## src/rtl/rgb_led_effect_engine_defines.svh

```systemverilog
// Assertion macros shared by the LED effect engine RTL.
`ifndef RGB_LED_EFFECT_ENGINE_DEFINES_SVH
`define RGB_LED_EFFECT_ENGINE_DEFINES_SVH

// Same-cycle implication, clocked on clk_i, held off during reset
`define RLED_ASSERT_NOW(lbl, ante, cons, msg) \
  lbl: assert property (@(posedge clk_i) disable iff (!rst_ni) (ante) |-> (cons)) \
    else $error(msg);

// Next-cycle implication, clocked on clk_i, held off during reset
`define RLED_ASSERT_NXT(lbl, ante, cons, msg) \
  lbl: assert property (@(posedge clk_i) disable iff (!rst_ni) (ante) |=> (cons)) \
    else $error(msg);

`endif

```

## src/rtl/rled_pkg.sv

```systemverilog
// Types, constants and the pulse level table of the RGB LED effect engine.
`default_nettype none

package rled_pkg;

  // Sine table size and derived widths
  localparam int unsigned SINE_ENTRIES = 256;
  localparam int unsigned SINE_IDX_W   = $clog2(SINE_ENTRIES);
  localparam int unsigned PHASE_PROD_W = 16 + SINE_IDX_W + 1;

  localparam longint unsigned HALFPI_Q30 = 64'd1686629713;
  localparam logic [15:0]     PHASE_STEP = 16'd3129;

  // Configuration port
  localparam int unsigned CFG_IDX_W  = 3;
  localparam int unsigned CFG_DATA_W = 16;

  // Register reset values
  localparam logic [14:0] RST_SHAKE_THR  = 15'd16384;
  localparam logic [15:0] RST_SHAKE_TMO  = 16'd2000;
  localparam logic [15:0] RST_WILD_FRAME = 16'd50;
  localparam logic [15:0] RST_BASE_FRAME = 16'd200;
  localparam logic [8:0]  RST_HUE_STEP   = 9'd5;
  localparam logic [8:0]  RST_BASE_BRT   = 9'd64;
  localparam logic [8:0]  RST_WILD_BRT   = 9'd256;
  localparam logic [7:0]  RST_PULSE_PER  = 8'd30;

  localparam logic [8:0] FULL_SCALE = 9'd256;
  localparam logic [8:0] HUE_WRAP   = 9'd360;

  localparam logic REQ_SAMPLE  = 1'b0;
  localparam logic REQ_COMMAND = 1'b1;

  typedef enum logic [CFG_IDX_W-1:0] {
    REG_SHAKE_THR  = 3'd0,
    REG_SHAKE_TMO  = 3'd1,
    REG_WILD_FRAME = 3'd2,
    REG_BASE_FRAME = 3'd3,
    REG_HUE_STEP   = 3'd4,
    REG_BASE_BRT   = 3'd5,
    REG_WILD_BRT   = 3'd6,
    REG_PULSE_PER  = 3'd7
  } reg_idx_e;

  typedef enum logic [2:0] {
    CMD_OFF   = 3'd0,
    CMD_RED   = 3'd1,
    CMD_GREEN = 3'd2,
    CMD_BLUE  = 3'd3,
    CMD_WHITE = 3'd4,
    CMD_HUE   = 3'd5,
    CMD_PULSE = 3'd6
  } cmd_e;

  typedef enum logic [1:0] {
    MODE_OFF    = 2'd0,
    MODE_STATIC = 2'd1,
    MODE_HUE    = 2'd2,
    MODE_PULSE  = 2'd3
  } mode_e;

  typedef struct packed {
    logic              req_type;
    logic [2:0]        command;
    logic [31:0]       now_ms;
    logic signed [15:0] accel_x;
    logic signed [15:0] accel_y;
    logic signed [15:0] accel_z;
    logic [8:0]        random_hue;
  } in_item_t;

  typedef struct packed {
    logic [7:0] red;
    logic [7:0] green;
    logic [7:0] blue;
  } out_item_t;

  // Controller to datapath step strobes
  typedef struct packed {
    logic capture;
    logic decide;
    logic frame;
    logic hue;
    logic load_out;
  } dp_cmd_t;

  typedef struct packed {
    logic emit;
  } dp_status_t;

  typedef logic [SINE_ENTRIES-1:0][7:0] level_rom_t;

  // Pulse level per table entry: 25 + 115*(s+127)/127, s = round(127*sin),
  // sine from a Q30 Taylor series, evaluated at elaboration
  function automatic level_rom_t build_level_rom();
    level_rom_t        rom;
    longint unsigned   t;
    longint unsigned   x;
    longint unsigned   x2;
    longint unsigned   term;
    longint unsigned   pos;
    longint unsigned   negs;
    longint unsigned   s;
    longint unsigned   mag;
    logic              neg;
    int                sv;
    int                k;
    int                i;
    for (k = 0; k < SINE_ENTRIES; k++) begin
      t   = 64'(4 * k);
      neg = 1'b0;
      if (t >= 64'(2 * SINE_ENTRIES)) begin
        neg = 1'b1;
        t   = t - 64'(2 * SINE_ENTRIES);
      end
      if (t > 64'(SINE_ENTRIES)) t = 64'(2 * SINE_ENTRIES) - t;
      if (3 * t == 64'(SINE_ENTRIES)) begin
        mag = 64'd64;
      end else begin
        x    = (HALFPI_Q30 * t + 64'(SINE_ENTRIES / 2)) / SINE_ENTRIES;
        x2   = (x * x) >> 30;
        term = x;
        pos  = x;
        negs = 64'd0;
        for (i = 1; i <= 12; i++) begin
          term = ((term * x2) >> 30) / 64'((2 * i) * (2 * i + 1));
          if (i % 2 == 1) negs = negs + term;
          else pos = pos + term;
        end
        s   = (pos > negs) ? pos - negs : 64'd0;
        mag = (64'd127 * s + (64'd1 << 29)) >> 30;
        if (mag > 64'd127) mag = 64'd127;
      end
      sv     = neg ? -int'(mag) : int'(mag);
      rom[k] = 8'(25 + (115 * (sv + 127)) / 127);
    end
    return rom;
  endfunction

  localparam level_rom_t LEVEL_ROM = build_level_rom();

endpackage

`default_nettype wire

```

## src/rtl/rgb_led_effect_engine.sv

```systemverilog
// Top level of the RGB LED effect engine: sequencer, datapath and checks.
//
//  channel | direction | handshake               | payload
//  --------+-----------+-------------------------+-----------------------------
//  in      | in        | in_valid_i / in_stall_o | in_item_i  (in_item_t)
//  out     | out       | out_valid_o/out_stall_i | out_item_o (out_item_t)
//  cfg     | in        | cfg_valid_i/cfg_ready_o | cfg_index_i, cfg_data_i
//
// One request at a time: accept, decide, frame test, hue wheel, then scale.
// A request that yields no color goes back to idle after the hue step; one that
// yields a color goes on to the scale step, which loads it, scaled unless a pulse, out.
// A held output keeps the sequencer in the scale step, stalling the input.
// Reset is asynchronous active low and restores the config, effect and control
// registers to defaults. Config writes are accepted every cycle.
`default_nettype none
`include "rgb_led_effect_engine_defines.svh"

module rgb_led_effect_engine import rled_pkg::*; (
  input  logic                  clk_i,
  input  logic                  rst_ni,
  input  logic                  in_valid_i,
  output logic                  in_stall_o,
  input  in_item_t              in_item_i,
  output logic                  out_valid_o,
  input  logic                  out_stall_i,
  output out_item_t             out_item_o,
  input  logic                  cfg_valid_i,
  output logic                  cfg_ready_o,
  input  logic [CFG_IDX_W-1:0]  cfg_index_i,
  input  logic [CFG_DATA_W-1:0] cfg_data_i
);

  dp_cmd_t    dp_cmd;
  dp_status_t dp_status;

  assign cfg_ready_o = 1'b1;

  rled_ctrl u_ctrl (
    .clk_i       (clk_i),
    .rst_ni      (rst_ni),
    .in_valid_i  (in_valid_i),
    .in_stall_o  (in_stall_o),
    .out_valid_o (out_valid_o),
    .out_stall_i (out_stall_i),
    .status_i    (dp_status),
    .cmd_o       (dp_cmd)
  );

  rled_dp u_dp (
    .clk_i       (clk_i),
    .rst_ni      (rst_ni),
    .cfg_valid_i (cfg_valid_i),
    .cfg_index_i (cfg_index_i),
    .cfg_data_i  (cfg_data_i),
    .in_item_i   (in_item_i),
    .cmd_i       (dp_cmd),
    .status_o    (dp_status),
    .out_item_o  (out_item_o)
  );

  // A taken request keeps the input stalled while it is worked on
  `RLED_ASSERT_NXT(a_busy_after_accept, in_valid_i && !in_stall_o, in_stall_o, "not busy after accept")

  // The scale step never overwrites a result that is still held
  `RLED_ASSERT_NOW(a_no_overwrite, dp_cmd.load_out, !out_valid_o || !out_stall_i, "result overwritten")

  // Loading the output register always presents a result
  `RLED_ASSERT_NXT(a_load_shows, dp_cmd.load_out, out_valid_o, "loaded result not shown")

endmodule

`default_nettype wire

```

## src/rtl/rled_ctrl.sv

```systemverilog
// Step sequencer and output handshake of the LED effect engine.
`default_nettype none

module rled_ctrl import rled_pkg::*; (
  input  logic       clk_i,
  input  logic       rst_ni,
  input  logic       in_valid_i,
  output logic       in_stall_o,
  output logic       out_valid_o,
  input  logic       out_stall_i,
  input  dp_status_t status_i,
  output dp_cmd_t    cmd_o
);

  typedef enum logic [4:0] {
    ST_IDLE   = 5'b00001,
    ST_DECIDE = 5'b00010,
    ST_FRAME  = 5'b00100,
    ST_HUE    = 5'b01000,
    ST_SCALE  = 5'b10000
  } state_e;

  state_e state_q, state_d;
  logic   out_valid_q, out_valid_d;

  // Next state and step strobes
  always_comb begin
    state_d = state_q;
    cmd_o   = '0;
    case (state_q)
      ST_IDLE: begin
        if (in_valid_i) begin
          cmd_o.capture = 1'b1;
          state_d       = ST_DECIDE;
        end
      end
      ST_DECIDE: begin
        cmd_o.decide = 1'b1;
        state_d      = ST_FRAME;
      end
      ST_FRAME: begin
        cmd_o.frame = 1'b1;
        state_d     = ST_HUE;
      end
      ST_HUE: begin
        cmd_o.hue = 1'b1;
        state_d   = status_i.emit ? ST_SCALE : ST_IDLE;
      end
      ST_SCALE: begin
        // wait for the output register to free up
        if (!out_valid_q || !out_stall_i) begin
          cmd_o.load_out = 1'b1;
          state_d        = ST_IDLE;
        end
      end
      default: state_d = ST_IDLE;
    endcase
  end

  assign out_valid_d = cmd_o.load_out | (out_valid_q & out_stall_i);

  always_ff @(posedge clk_i or negedge rst_ni) begin
    if (!rst_ni) begin
      state_q     <= ST_IDLE;
      out_valid_q <= 1'b0;
    end else begin
      state_q     <= state_d;
      out_valid_q <= out_valid_d;
    end
  end

  assign in_stall_o  = (state_q != ST_IDLE);
  assign out_valid_o = out_valid_q;

endmodule

`default_nettype wire

```

## src/rtl/rled_dp.sv

```systemverilog
// Datapath of the LED effect engine: registers, effect state and color math.
`default_nettype none

module rled_dp import rled_pkg::*; (
  input  logic                  clk_i,
  input  logic                  rst_ni,
  input  logic                  cfg_valid_i,
  input  logic [CFG_IDX_W-1:0]  cfg_index_i,
  input  logic [CFG_DATA_W-1:0] cfg_data_i,
  input  in_item_t              in_item_i,
  input  dp_cmd_t               cmd_i,
  output dp_status_t            status_o,
  output out_item_t             out_item_o
);

  // Brightness register value clipped to full scale
  function automatic logic [8:0] sat9(logic [8:0] v);
    return (v > FULL_SCALE) ? FULL_SCALE : v;
  endfunction

  function automatic logic [8:0] mod360(logic [8:0] v);
    return (v >= HUE_WRAP) ? v - HUE_WRAP : v;
  endfunction

  function automatic logic [15:0] mag16(logic signed [15:0] v);
    logic [15:0] u;
    u = v;
    return u[15] ? (~u + 16'd1) : u;
  endfunction

  // Full saturation hue wheel, h below 360
  function automatic out_item_t hue_rgb(logic [8:0] h);
    out_item_t   c;
    logic [2:0]  sector;
    logic [8:0]  base;
    logic [5:0]  rem;
    logic [9:0]  up_p;
    logic [12:0] dn_p;
    logic [7:0]  up;
    logic [7:0]  dn;
    if (h < 9'd60) begin
      sector = 3'd0; base = 9'd0;
    end else if (h < 9'd120) begin
      sector = 3'd1; base = 9'd60;
    end else if (h < 9'd180) begin
      sector = 3'd2; base = 9'd120;
    end else if (h < 9'd240) begin
      sector = 3'd3; base = 9'd180;
    end else if (h < 9'd300) begin
      sector = 3'd4; base = 9'd240;
    end else begin
      sector = 3'd5; base = 9'd300;
    end
    rem  = 6'(h - base);
    up_p = 10'(rem) * 10'd17;
    dn_p = 13'(7'd60 - 7'(rem)) * 13'd17;
    up   = up_p[9:2];
    dn   = dn_p[9:2];
    case (sector)
      3'd0:    c = '{red: 8'hFF, green: up,    blue: 8'h00};
      3'd1:    c = '{red: dn,    green: 8'hFF, blue: 8'h00};
      3'd2:    c = '{red: 8'h00, green: 8'hFF, blue: up};
      3'd3:    c = '{red: 8'h00, green: dn,    blue: 8'hFF};
      3'd4:    c = '{red: up,    green: 8'h00, blue: 8'hFF};
      default: c = '{red: 8'hFF, green: 8'h00, blue: dn};
    endcase
    return c;
  endfunction

  function automatic logic [7:0] scale8(logic [7:0] c, logic [8:0] s);
    logic [16:0] p;
    p = 17'(c) * 17'(s);
    return p[15:8];
  endfunction

  // Configuration registers
  logic [14:0] thr_q;
  logic [15:0] tmo_q;
  logic [15:0] wild_frame_q;
  logic [15:0] base_frame_q;
  logic [8:0]  hue_step_q;
  logic [8:0]  base_brt_q;
  logic [8:0]  wild_brt_q;
  logic [7:0]  pulse_per_q;

  // Effect state
  mode_e       mode_q;
  logic        wild_q;
  logic [8:0]  scale_q;
  logic [31:0] last_shake_q;
  logic [31:0] last_frame_q;
  logic [8:0]  hue_q;
  logic [31:0] last_pulse_q;
  logic [15:0] phase_q;

  // Per-request working registers
  in_item_t    item_q;
  logic        emit_q;
  logic        use_hue_q;
  logic        bypass_q;
  logic [8:0]  hue_sel_q;
  out_item_t   col_q;
  out_item_t   out_q;

  always_ff @(posedge clk_i or negedge rst_ni) begin
    if (!rst_ni) begin
      thr_q        <= RST_SHAKE_THR;
      tmo_q        <= RST_SHAKE_TMO;
      wild_frame_q <= RST_WILD_FRAME;
      base_frame_q <= RST_BASE_FRAME;
      hue_step_q   <= RST_HUE_STEP;
      base_brt_q   <= RST_BASE_BRT;
      wild_brt_q   <= RST_WILD_BRT;
      pulse_per_q  <= RST_PULSE_PER;
    end else if (cfg_valid_i) begin
      case (reg_idx_e'(cfg_index_i))
        REG_SHAKE_THR:  thr_q        <= cfg_data_i[14:0];
        REG_SHAKE_TMO:  tmo_q        <= cfg_data_i;
        REG_WILD_FRAME: wild_frame_q <= cfg_data_i;
        REG_BASE_FRAME: base_frame_q <= cfg_data_i;
        REG_HUE_STEP:   hue_step_q   <= cfg_data_i[8:0];
        REG_BASE_BRT:   base_brt_q   <= cfg_data_i[8:0];
        REG_WILD_BRT:   wild_brt_q   <= cfg_data_i[8:0];
        REG_PULSE_PER:  pulse_per_q  <= cfg_data_i[7:0];
        default:        thr_q        <= thr_q;
      endcase
    end
  end

  // Capture the request
  always_ff @(posedge clk_i) begin
    if (cmd_i.capture) item_q <= in_item_i;
  end

  logic [8:0]  sat_base, sat_wild;
  logic        shake, timed_out;
  logic [31:0] since_shake, since_frame, since_pulse;
  logic        wild, frame_due, pulse_due;
  logic [15:0] interval;
  logic [9:0]  hue_sum;
  logic [8:0]  hue_adv, rnd_hue;
  logic [PHASE_PROD_W-1:0] phase_prod;
  logic [SINE_IDX_W-1:0]   sine_idx;
  logic [7:0]  level;

  // Command decode
  logic        cmd_emit, cmd_stop;
  mode_e       cmd_mode;
  out_item_t   cmd_col;

  always_comb begin
    cmd_emit = 1'b1;
    cmd_stop = 1'b1;
    cmd_mode = MODE_STATIC;
    cmd_col  = '0;
    case (cmd_e'(item_q.command))
      CMD_OFF:   cmd_mode = MODE_OFF;
      CMD_RED:   cmd_col.red = 8'hFF;
      CMD_GREEN: cmd_col.green = 8'hFF;
      CMD_BLUE:  cmd_col.blue = 8'hFF;
      CMD_WHITE: cmd_col = '{red: 8'hFF, green: 8'hFF, blue: 8'hFF};
      CMD_HUE: begin
        // already cycling: ignored
        cmd_mode = MODE_HUE;
        cmd_emit = (mode_q != MODE_HUE);
        cmd_stop = (mode_q != MODE_HUE);
      end
      CMD_PULSE: cmd_mode = MODE_PULSE;
      default: begin
        cmd_emit = 1'b0;
        cmd_stop = 1'b0;
      end
    endcase
  end

  // Shake and timeout tests
  assign sat_base    = sat9(base_brt_q);
  assign sat_wild    = sat9(wild_brt_q);
  assign shake       = (mag16(item_q.accel_x) > {1'b0, thr_q}) ||
                       (mag16(item_q.accel_y) > {1'b0, thr_q}) ||
                       (mag16(item_q.accel_z) > {1'b0, thr_q});
  assign since_shake = item_q.now_ms - last_shake_q;
  assign timed_out   = wild_q && (since_shake > {16'd0, tmo_q});

  // Frame and pulse timing
  assign wild        = (scale_q == sat_wild);
  assign interval    = wild ? wild_frame_q : base_frame_q;
  assign since_frame = item_q.now_ms - last_frame_q;
  assign frame_due   = (since_frame >= {16'd0, interval});
  assign since_pulse = item_q.now_ms - last_pulse_q;
  assign pulse_due   = (since_pulse >= {24'd0, pulse_per_q});

  // Hue advance modulo 360
  assign hue_sum = {1'b0, hue_q} + {1'b0, mod360(hue_step_q)};
  assign hue_adv = (hue_sum >= {1'b0, HUE_WRAP}) ? 9'(hue_sum - {1'b0, HUE_WRAP})
                                                 : hue_sum[8:0];
  assign rnd_hue = mod360(item_q.random_hue);

  // Pulse level lookup
  assign phase_prod = PHASE_PROD_W'(phase_q) * PHASE_PROD_W'(SINE_ENTRIES);
  assign sine_idx   = phase_prod[16 +: SINE_IDX_W];
  assign level      = LEVEL_ROM[sine_idx];

  // Effect state and per-request steps
  always_ff @(posedge clk_i or negedge rst_ni) begin
    if (!rst_ni) begin
      mode_q       <= MODE_OFF;
      wild_q       <= 1'b0;
      scale_q      <= sat9(RST_BASE_BRT);
      last_shake_q <= '0;
      last_frame_q <= '0;
      hue_q        <= '0;
      last_pulse_q <= '0;
      phase_q      <= '0;
      emit_q       <= 1'b0;
      use_hue_q    <= 1'b0;
      bypass_q     <= 1'b0;
      hue_sel_q    <= '0;
      col_q        <= '0;
    end else begin
      if (cmd_i.decide) begin
        use_hue_q <= 1'b0;
        bypass_q  <= 1'b0;
        if (item_q.req_type == REQ_COMMAND) begin
          emit_q <= cmd_emit;
          col_q  <= cmd_col;
          if (cmd_stop) begin
            mode_q  <= cmd_mode;
            wild_q  <= 1'b0;
            scale_q <= sat_base;
            if (cmd_mode == MODE_HUE) begin
              last_shake_q <= '0;
              hue_q        <= '0;
              last_frame_q <= item_q.now_ms;
            end
            if (cmd_mode == MODE_PULSE) begin
              phase_q      <= '0;
              last_pulse_q <= item_q.now_ms;
            end
          end
        end else begin
          emit_q <= 1'b0;
          if (mode_q == MODE_HUE) begin
            if (shake) begin
              wild_q       <= 1'b1;
              last_shake_q <= item_q.now_ms;
              scale_q      <= sat_wild;
            end else if (timed_out) begin
              wild_q  <= 1'b0;
              scale_q <= sat_base;
            end
          end
        end
      end

      if (cmd_i.frame && item_q.req_type == REQ_SAMPLE) begin
        if (mode_q == MODE_HUE && frame_due) begin
          last_frame_q <= item_q.now_ms;
          emit_q       <= 1'b1;
          use_hue_q    <= 1'b1;
          hue_sel_q    <= wild ? rnd_hue : hue_q;
          if (!wild) hue_q <= hue_adv;
        end else if (mode_q == MODE_PULSE && pulse_due) begin
          last_pulse_q <= item_q.now_ms;
          phase_q      <= phase_q + PHASE_STEP;
          emit_q       <= 1'b1;
          bypass_q     <= 1'b1;
          col_q        <= '{red: level, green: 8'h00, blue: level};
        end
      end

      if (cmd_i.hue && use_hue_q) col_q <= hue_rgb(hue_sel_q);
    end
  end

  // Brightness scaling into the output register
  always_ff @(posedge clk_i) begin
    if (cmd_i.load_out) begin
      if (bypass_q) begin
        out_q <= col_q;
      end else begin
        out_q.red   <= scale8(col_q.red, scale_q);
        out_q.green <= scale8(col_q.green, scale_q);
        out_q.blue  <= scale8(col_q.blue, scale_q);
      end
    end
  end

  assign status_o.emit = emit_q;
  assign out_item_o    = out_q;

endmodule

`default_nettype wire

```

## config.mk

```make
export PLATFORM = sky130hd
export DESIGN_NAME = rgb_led_effect_engine
export DESIGN_NICKNAME = d
export VERILOG_FILES = /design/src/rtl/rled_pkg.sv /design/src/rtl/rgb_led_effect_engine.sv /design/src/rtl/rled_ctrl.sv /design/src/rtl/rled_dp.sv
export VERILOG_INCLUDE_DIRS = /design/src /design/src/rtl
export SDC_FILE = /design/constraint.sdc
export NUM_CORES = 2
export LEC_CHECK = 0
export BUFFER_PORTS_ARGS = -buffer_cell sky130_fd_sc_hd__clkbuf_2
export CORE_MARGIN = 8
export CORE_UTILIZATION = 40
export CTS_CLUSTER_SIZE = 30
export DETAILED_ROUTE_END_ITERATION = 8
export GPL_TIMING_DRIVEN = 1
export PLACE_DENSITY = 0.54
export SYNTH_ARGS = -nofsm -noshare
export SYNTH_HDL_FRONTEND = slang
export SYNTH_SLANG_ARGS = --single-unit
```

## constraint.sdc

```tcl
create_clock -name clk_i -period 18.1 [get_ports clk_i]
set_clock_uncertainty 0.05 [all_clocks]
set_input_delay 0 -clock clk_i [delete_from_list [all_inputs] [get_ports clk_i]]
set_output_delay 0 -clock clk_i [all_outputs]
set_load 0.02 [all_outputs]
```

==> impl_metrics.tcl <==
set metrics [dict create \
    status "complete, but fails checks" \
    antenna_found_initial 1 \
    crit_path_start "u_dp.scale_q[7]" \
    crit_required_ps 18540 \
    cp.arrival_ps 7490 \
    crit_family "compound AO/OA/AOI/OAI gates" \
    synth_fp_nets 4349 \
    tightest_slew_ps 1100 \
    setup_tns_ps 0 \
    rows 107 \
    fin_area_um2 39100 \
    path_max_fanout 35 \
    post-place-cells 4907 \
    area_growth_syn_to_layout_pct 14.1 \
    clk_pin_slew_ps 70 \
    core_um2 85000 \
    yosys_warnings 0 \
    yosysTopAreaCell "dfrtp_1" \
    dr.first_iter.drc_count 1777 \
    start_kind "register" \
    fin_cells 5141 \
    antenna_cells 0 \
    critPathBufInv 1 \
    fin_util_pct 46.0 \
    synthSimpleGateAreaFrac_pct 15.8 \
    seqCellArea_um2 10400 \
    p_leak_uw 0.0172 \
    multi_input_area_um2 21900 \
    viasPerCell 5.50 \
    via_count 28300 \
    powerDensity_nw_per_um2 155 \
    irDropWorstVdd_uv 106 \
    wl_um 99100 \
    synthAdderAreaFrac_pct 19.2 \
    slowest_delay_ps 970 \
    hpwl_um 73100 \
    synthTopCellsByArea "dfrtp_1 18%, ha_1 12%, edfxtp_1 10%" \
    mostFrequentLayoutCells "413 x nand2_1, 349 x inv_1, 324 x ha_1" \
    pin_count 144 \
    r2r-start "u_dp.scale_q[7]" \
    nNetsFinal 4524 \
    drv_slew 0 \
    ant_nets 0 \
    die_x_um 309 \
    mostFrequentLayoutCell "nand2_1" \
    hold_ws_ps -9.01 \
    die_h_um 309 \
    hold_viol 6 \
    cts.sinks 390 \
    cts_tree "done" \
    fin_crit_sh_pct 39.0 \
    yosys.area.top_type_share_pct 18.2 \
    insertion_delay_ps 620 \
    violations "negative hold slack" \
    synth_cell_type_count 102 \
    hold_path_class "primary input to asynchronous set/reset pin" \
    synth_edf_count 117 \
    drc_errors 0 \
    crit_chain "xor2_1 > a2111oi_0 > o21ai_0 > a21oi_1 > nand3_2 > mux2_2 > ha_1 > nor2b_1 > o21ai_0 > a21oi_1 > o21ai_0 > a41o_1 > nor4_1 > o311ai_0 > nor4b_1 > a31oi_2 > buf_4 > a21oi_4 > mux2_2" \
    period_minus_slack_ps 7050 \
    root_buffer "clkbuf_16" \
    clockBufferDepth 3 \
    grt_pass1_vias 28100 \
    cts_buffers 49 \
    grt_use_total_pct 20.5 \
    cts-htree-levels 2 \
    rsz0062_at_grt "no" \
    maxCapViolCount 0 \
    synth.mux.area_fraction_pct 7.09 \
    syn_area_per_cell_um2 9.07 \
    firstDrtPassIters 6 \
    drive_gt1_share_pct 11.8 \
    design.die.area_um2 95300 \
    synth_top_family_by_area "adder cells" \
    n_fill_cell 8139 \
    power_uw 6070 \
    critPathMostFrequentCell "o21ai_0" \
    synth-seq-area-share_pct 30.3 \
    relSlewSlack_pct 26.8 \
    synthArstFlopShare_pct 70.0 \
    grt_pass1_wl_um 158000 \
    postPlaceCellArea_um2 36000 \
    fmax_mhz 142 \
    synth_cells 3781 \
    place_congestion 0.897 \
    post_cts_buffers 0 \
    synth_compound_area_share_pct 17.5 \
    syn-cell-area_um2 34300 \
    initial_core_util_pct 40.3 \
    end_kind "register" \
    ys_ff_latch 390 \
    routedWlPerCell_um 19.3 \
    worstSetupPathType "register to register" \
    synth_xor_area_share_pct 3.96 \
    grt_max_degree 103 \
    port_buffers 142 \
    cpMaxStageDelayCell "dfrtp_1" \
    ys.flop_type "dfrtp_1" \
    overflow 0 \
    setup_violations 0 \
]
-- power by group --
part | internal [uW] | total, uW | switching [uW]
Combinational | 1460 | 3490 | 2030
Clock | 618 | 1040 | 425
Sequential | 1190 | 1530 | 339
-- metrics by stage --
stage	setup slack, ps	hold WS, ps
3_5_place_dp	10980	103
2_1_floorplan	12280	-346
3_3_place_gp	11060	96.8
5_1_grt	10360	29.8
4_1_cts	10970	0.677
6_report	11050	-9.01
-- worst paths after layout --
kind                                         end  slack (ps)  cells past startpoint
hold / removal             u_dp.last_pulse_q[23]          -9                      2
hold reg to reg             u_dp.base_frame_q[0]         450                      1
min in group clk_i               u_dp.item_q[10]          50                      2
setup / recovery           u_dp.last_frame_q[14]       11050                     19
setup reg to reg           u_dp.last_frame_q[14]       11050                     19
max in group asynchronous     u_dp.base_brt_q[7]       15730                      4
-- repair_timing --
action / CTS / global route
gates resized for setup: 0 / 0
hold endpoints to repair: 319 / 0
hold buffers: 142 / 0
-- routing by layer --
metal	vias up	share of wire, %	track usage, %
met5	-	0	0
met4	0	3.2	6.55
met3	129	3.5	2.01
met2	587	48	35.1
met1	13800	46	27.4
li1	13800	-	-
-- layout make-up --
cell class,instances,share of cell area [%]
Multi-Input combinational cell,2848,55.9
Sequential cell,390,26.5
Timing Repair Buffer,317,6.11
Clock buffer,72,3.89
Tap cell,1144,3.66
Inverter,350,3.36
Clock inverter,20,0.531
-- registers in the layout, indices dropped and copies added, names as in the netlist, 16 cells and up --
| signal | flops |
|---|---|
| u_dp.last_frame_q | 32 |
| u_dp.last_shake_q | 32 |
| u_dp.item_q | 93 |
| u_dp.wild_frame_q | 16 |
| u_dp.base_frame_q | 16 |
| u_dp.phase_q | 16 |
| u_dp.col_q | 24 |
| u_dp.last_pulse_q | 32 |
| u_dp.tmo_q | 16 |
| u_dp.out_item_o | 24 |
-- synthesized netlist by cell type, drive strengths merged, types with 31 or more instances --
cell and n:
ha 324, o21a 43, a31oi 34, and3 31
nand2 413, clkbuf 162, buf 31, fa 127
a211oi 36, mux2i 66, a21oi 216, edfxtp 117
o21ai 254, o31ai 36, nor2 199, nand2b 43
a21o 45, nor3 71, dfrtp 250, xor2 44
nand3 55, o211ai 32, mux2 138, a22o 32
xnor2 111, nand4 43, inv 350, and2 114
-- kinds of logic after synthesis --
logic type               Yosys count
AO/OA/AOI/OAI                    922
XOR/XNOR                         155
adder cells (fa/ha/maj)          451
buffers and inverters            543
flip-flops                       390
multiplexers                     209
other                              1
AND/OR/NAND/NOR                 1110
(Power assumes the default switching activity.)
